--- src/hdl/mks_pkg.sv ---
// Package with the item types, operation codes and key code table of the keypad scanner.
`default_nettype none
package mks_pkg;

  localparam int unsigned NumKeys = 16;
  localparam int unsigned NumRows = 4;
  localparam int unsigned NumCols = 4;

  typedef enum logic [1:0] {
    OP_SCAN     = 2'd0,
    OP_DEBOUNCE = 2'd1,
    OP_SAMPLE   = 2'd2
  } op_e;

  typedef struct packed {
    logic [1:0] operation;
    logic [3:0] columns;
  } mks_in_t;

  typedef struct packed {
    logic [3:0] row_drive;
    logic       key_event;
    logic       key_known;
    logic [3:0] key_value;
    logic       scanning;
  } mks_out_t;

  typedef logic [7:0] key_code_t;

  localparam key_code_t KEY_CODES [NumKeys] = '{
    8'h41, 8'h88, 8'h48, 8'h28, 8'h84, 8'h44, 8'h24, 8'h82,
    8'h42, 8'h22, 8'h18, 8'h14, 8'h12, 8'h11, 8'h81, 8'h21
  };

endpackage
`default_nettype wire

--- src/hdl/mks_decode.sv ---
// Key code lookup that maps a captured column and row code to its key number.
`default_nettype none
module mks_decode (
  input  mks_pkg::key_code_t code_i,
  output logic               known_o,
  output logic [3:0]         value_o
);
  import mks_pkg::*;

  always_comb begin
    known_o = 1'b0;
    value_o = 4'd0;
    for (int k = 0; k < NumKeys; k++) begin
      if (KEY_CODES[k] == code_i) begin
        known_o = 1'b1;
        value_o = 4'(k);
      end
    end
  end

endmodule
`default_nettype wire

--- src/hdl/mks_core.sv ---
// Scan state and the per-item update of row drive, capture and debounce.
`default_nettype none
module mks_core (
  input  logic              clk_i,
  input  logic              rst_ni,
  input  logic              step_i,
  input  mks_pkg::mks_in_t  item_i,
  output mks_pkg::mks_out_t result_o
);
  import mks_pkg::*;

  logic [1:0] row_index_q, row_index_d;
  logic       rows_started_q, rows_started_d;
  logic       scan_enabled_q, scan_enabled_d;
  logic       debounce_armed_q, debounce_armed_d;
  logic       debounce_phase_q, debounce_phase_d;
  logic [3:0] prev_columns_q;
  logic [3:0] rising;
  logic [3:0] drive;
  logic       capture;
  logic       known;
  logic [3:0] value;

  always_comb begin
    row_index_d      = row_index_q;
    rows_started_d   = rows_started_q;
    scan_enabled_d   = scan_enabled_q;
    debounce_armed_d = debounce_armed_q;
    debounce_phase_d = debounce_phase_q;
    case (item_i.operation)
      OP_SCAN: begin
        if (scan_enabled_q) begin
          row_index_d    = row_index_q + 2'd1;
          rows_started_d = 1'b1;
        end
      end
      OP_DEBOUNCE: begin
        if (debounce_armed_q) begin
          if (debounce_phase_q) begin
            if (item_i.columns == 4'd0) begin
              scan_enabled_d   = 1'b1;
              debounce_armed_d = 1'b0;
            end
            debounce_phase_d = 1'b0;
          end else begin
            debounce_phase_d = 1'b1;
          end
        end
      end
      default: begin
      end
    endcase
    rising  = item_i.columns & ~prev_columns_q;
    capture = scan_enabled_d && (rising != 4'd0);
    if (capture) begin
      scan_enabled_d   = 1'b0;
      debounce_armed_d = 1'b1;
    end
    drive = rows_started_d ? (4'd1 << row_index_d) : 4'd0;
  end

  mks_decode u_decode (
    .code_i  ({item_i.columns, drive}),
    .known_o (known),
    .value_o (value)
  );

  always_comb begin
    result_o.row_drive = drive;
    result_o.key_event = capture;
    result_o.key_known = capture & known;
    result_o.key_value = capture ? value : 4'd0;
    result_o.scanning  = scan_enabled_d;
  end

  always_ff @(posedge clk_i or negedge rst_ni) begin
    if (!rst_ni) begin
      row_index_q      <= 2'd0;
      rows_started_q   <= 1'b0;
      scan_enabled_q   <= 1'b1;
      debounce_armed_q <= 1'b0;
      debounce_phase_q <= 1'b0;
      prev_columns_q   <= 4'd0;
    end else if (step_i) begin
      row_index_q      <= row_index_d;
      rows_started_q   <= rows_started_d;
      scan_enabled_q   <= scan_enabled_d;
      debounce_armed_q <= debounce_armed_d;
      debounce_phase_q <= debounce_phase_d;
      prev_columns_q   <= item_i.columns;
    end
  end

endmodule
`default_nettype wire

--- src/hdl/matrix_keypad_scanner.sv ---
// Top level of the 4x4 key matrix scanner with input and result registers.
//
// The input channel carries one item per tick or column sample: an operation
// (scan tick, debounce tick or plain sample) and the current column levels.
// The output channel returns exactly one result item per input item, in order:
// the row drive, a key event flag, the decoded key and the scanning flag.
// Both channels use valid and stall; an item moves when valid is high and
// stall is low.
// An accepted item waits in the input register, is processed by the scan
// logic and lands in the result register, from which the result is offered
// until the receiver takes it.
// One item is taken every cycle while results drain.
// When the receiver stalls, the result register holds and the input register
// fills; input stall then rises until the result is taken.
// Reset clears both valid flags and returns the scanner to its initial state:
// rows low, scanning on, debounce disarmed and previous columns zero.
`default_nettype none
module matrix_keypad_scanner (
  input  logic              clk_i,
  input  logic              rst_ni,
  input  logic              in_valid_i,
  output logic              in_stall_o,
  input  mks_pkg::mks_in_t  in_item_i,
  output logic              out_valid_o,
  input  logic              out_stall_i,
  output mks_pkg::mks_out_t out_item_o
);
  import mks_pkg::*;

  logic     in_valid_q;
  mks_in_t  in_item_q;
  logic     out_valid_q;
  mks_out_t out_item_q;
  mks_out_t result;
  logic     advance;
  logic     step;

  assign advance    = !out_valid_q || !out_stall_i;
  assign step       = in_valid_q && advance;
  assign in_stall_o = in_valid_q && !advance;

  mks_core u_core (
    .clk_i    (clk_i),
    .rst_ni   (rst_ni),
    .step_i   (step),
    .item_i   (in_item_q),
    .result_o (result)
  );

  always_ff @(posedge clk_i or negedge rst_ni) begin
    if (!rst_ni) begin
      in_valid_q  <= 1'b0;
      out_valid_q <= 1'b0;
    end else begin
      if (!in_stall_o) begin
        in_valid_q <= in_valid_i;
      end
      if (advance) begin
        out_valid_q <= in_valid_q;
      end
    end
  end

  always_ff @(posedge clk_i) begin
    if (!in_stall_o && in_valid_i) begin
      in_item_q <= in_item_i;
    end
    if (step) begin
      out_item_q <= result;
    end
  end

  assign out_valid_o = out_valid_q;
  assign out_item_o  = out_item_q;

endmodule
`default_nettype wire
--- config.mk ---
export PLATFORM = sky130hd
export DESIGN_NAME = matrix_keypad_scanner
export DESIGN_NICKNAME = d
export VERILOG_FILES = /design/src/hdl/mks_pkg.sv /design/src/hdl/mks_decode.sv /design/src/hdl/mks_core.sv /design/src/hdl/matrix_keypad_scanner.sv
export SDC_FILE = /design/constraint.sdc
export NUM_CORES = 1
export LEC_CHECK = 0
export BUFFER_PORTS_ARGS = -buffer_cell sky130_fd_sc_hd__buf_2
export CORE_MARGIN = 2
export CORE_UTILIZATION = 30
export CTS_CLUSTER_DIAMETER = 120
export CTS_CLUSTER_SIZE = 24
export DETAILED_ROUTE_END_ITERATION = 8
export GPL_TIMING_DRIVEN = 0
export SYNTH_ARGS = -nofsm -noshare
export SYNTH_HDL_FRONTEND = slang
export SYNTH_SLANG_ARGS = --single-unit
--- constraint.sdc ---
create_clock -name clk_i -period 3.2 [get_ports clk_i]
set_clock_uncertainty 0.15 [all_clocks]
set_input_delay 0.16 -clock clk_i [delete_from_list [all_inputs] [get_ports clk_i]]
set_output_delay 0.16 -clock clk_i [all_outputs]
set_load 0.02 [all_outputs]
==> flow_summary.ini <==
[sta]
tns_ps = 0
final-max-slew-violation-count = 0
rsz0062_at_grt = no
finalHoldViolCount = 0
tightest_slew_ps = 554
period_minus_slack_ps = 2330
maxSlewHeadroom = 0.630
min_period_over_period = 0.727
setup_viol = 0
fmax_mhz = 430

[yosys]
ys_top_cells_by_area = edfxtp_1 34%, dfrtp_1 18%, nand2_1 3.5%, xnor2_1 2.9%, inv_1 2.8%
syn-mean-instance-area_sq_um = 10.7
postSynthCellCount = 140
synth.yosys.seq_area_share = 0.543
ys.flop_type = edfxtp_1
syn_nets = 150
ys_warn_count = 0
synth-seq-cells = 29
yosys.area.top_type = edfxtp_1
netlist_area_sq_mm = 0.00150
ys_async_sr_fraction = 0.414
synthDistinctLibCells = 43
synthDominantCellAreaShare = 0.341
synth-edff-count = 17

[pwr]
leakage_nw = 0.752
power.density_mw_per_mm2 = 471
vdd_ir_drop_max_mv = 0.216
total_power_mw = 0.893

[cells_and_area]
fin_util = 0.398
num_antenna_cells = 0
fillers = 499
drive_gt1_frac = 0.229
regArea_sq_um = 812
stdcell_count = 246
final_common_cell = buf_2
syn_to_final_growth_pct = 26.6
final_cell_mix = 23 x buf_2, 17 x edfxtp_1, 14 x nand2_1, 11 x inv_1, 11 x dfrtp_1
fin_nets = 188
multi_input_area_sq_um = 619

[detailed_routing]
first_pass_iters = 4
antenna_left = 0
viasPerCell = 4.67
drt_iter0_drc = 65
wl_per_cell_um = 12.7
wl_um = 3130
num_vias = 1148
remaining_drc_errors = 0

[grt]
grt-ovfl-total = 0
grt.total_usage = 0.132
antenna_found_initial = 0
grt_max_degree = 17
grt_pass1_vias = 1159
grt_pass1_wl_um = 5400

[floorplan]
fp-row-count = 25
dieArea_sq_mm = 0.00557
io_pins = 23
fp.dieH_um = 74.6
fp.dieW_um = 74.6
start_util = 0.315
coreArea_sq_mm = 0.00475

[clock_network]
path_clk_slew_ps = 70
clock_path_buffers = 2
h-tree-depth = 2
tritoncts = done
ctsRootBufferMaster = clkbuf_8
ctsResizeCount = 0
clk_latency_ps = 290
postCtsSetupRepairBufs = 0
cts_sinks = 29
numCtsBuffers = 5

[placement]
dpl.cell_count = 229
routabilityCongestion = 0.819
portBuffers = 22
dp_hpwl_um = 2210

[critical_path]
crit_fanout = 5
worstPathArrival_ps = 2200
critPathTopFamily = compound AO/OA/AOI/OAI gates
cp_num_buf_inv = 0
endpoint_kind = flop
cp.required_ps = 3070
critPathSlowestCell = dfstp_2
max_stage_delay_ps = 570
crit_type = reg2reg
crit_path_cell_trace = or3b_4 > a32oi_1 > nor3b_1 > o21ai_0 > a31oi_1
startpoint_type = flop

[worst_hold_path]
hold_path.class = in2async

[job]
drv_cap = 0

[outcome]
status = finished clean
-- timing repair --
item | CTS | global route
hold buffers | 9 | 0
hold endpoints to repair | 20 | 0
endpoints found under the setup margin | 0 | 0
-- synthesized netlist by cell type, types with 2 or more instances --
cell      number
o21ai_0        8
o21bai_1       2
nand2_1       14
a31oi_1        4
nand3b_1       2
nor2b_1        6
dfrtp_1       11
nor4_1         2
edfxtp_1      17
nor3b_1        3
mux2i_1        2
a211oi_1       2
and3_1         2
a21oi_1        6
inv_1         11
nand2b_1       2
clkbuf_1       5
xnor2_1        5
nor3_1         4
nor2_1         9
-- per-stage QoR --
stage | worst slack, ps | hold slack, ps | cell area [sq um]
floorplan | 1100 | -286 | 1500
global placement | 908 | -88.0 | 1690
detailed placement | 889 | -92.3 | 1690
CTS | 867 | 127 | 1890
global route | 762 | 163 | 1890
finish | 873 | 123 | 1890
-- state kept, by name, indices dropped and copies added, names as in the netlist --
name,cells
u_core.debounce_phase_q,1
u_core.debounce_armed_q,1
out_valid_o,1
out_item_o,11
in_valid_q,1
u_core.scan_enabled_q,1
in_item_q,6
u_core.rows_started_q,1
u_core.row_index_q,2
u_core.prev_columns_q,4
-- final cells by class --
| cell class | count | area share |
|---|---|---|
| Tap cell | 67 | 0.0443 |
| Buffer | 6 | 0.0125 |
| Clock inverter | 1 | 0.00330 |
| Sequential cell | 29 | 0.429 |
| Inverter | 11 | 0.0218 |
| Clock buffer | 7 | 0.0568 |
| Multi-Input combinational cell | 94 | 0.327 |
| Timing Repair Buffer | 31 | 0.106 |
-- final timing paths --
kind | start | end | slack (ps) | depth (start not counted)
max | u_core.scan_enabled_q | out_item_o[1] | 870 | 5
min | rst_ni | out_valid_o | 120 | 2
max reg2reg | u_core.scan_enabled_q | out_item_o[1] | 870 | 5
min reg2reg | u_core.debounce_phase_q | u_core.debounce_phase_q | 330 | 1
max in group asynchronous | rst_ni | u_core.scan_enabled_q | 2510 | 2
min in group clk_i | u_core.debounce_phase_q | u_core.debounce_phase_q | 330 | 1
-- worst reg2reg max path: cells and delay by family (launching register included) --
family | cells | cell delay, ps
DFF | 1 | 570
and+or+nand+nor | 2 | 530
AOI/OAI and AO/OA | 3 | 820
-- power breakdown --
group | switching [mW] | internal (mW) | total [mW]
registers | 0.00972 | 0.422 | 0.432
logic | 0.0600 | 0.0345 | 0.0946
clock network | 0.145 | 0.222 | 0.367
total | 0.214 | 0.678 | 0.893
-- layer usage --
metal,part of all wire,track usage,vias to the layer above
met5,0,0,-
met4,0.018,0.0476,0
met3,0.044,0.0361,7
met2,0.45,0.211,30
met1,0.49,0.171,530
li1,-,-,581
-- kinds of logic after synthesis --
logic type | Yosys count | share of synthesized area
xor+xnor | 5 | 0.0293
compound gates | 33 | 0.160
flops | 29 | 0.543
simple gates | 52 | 0.194
buf+inv | 17 | 0.0435
mux | 4 | 0.0309
Power figures use the tool's default switching activity.
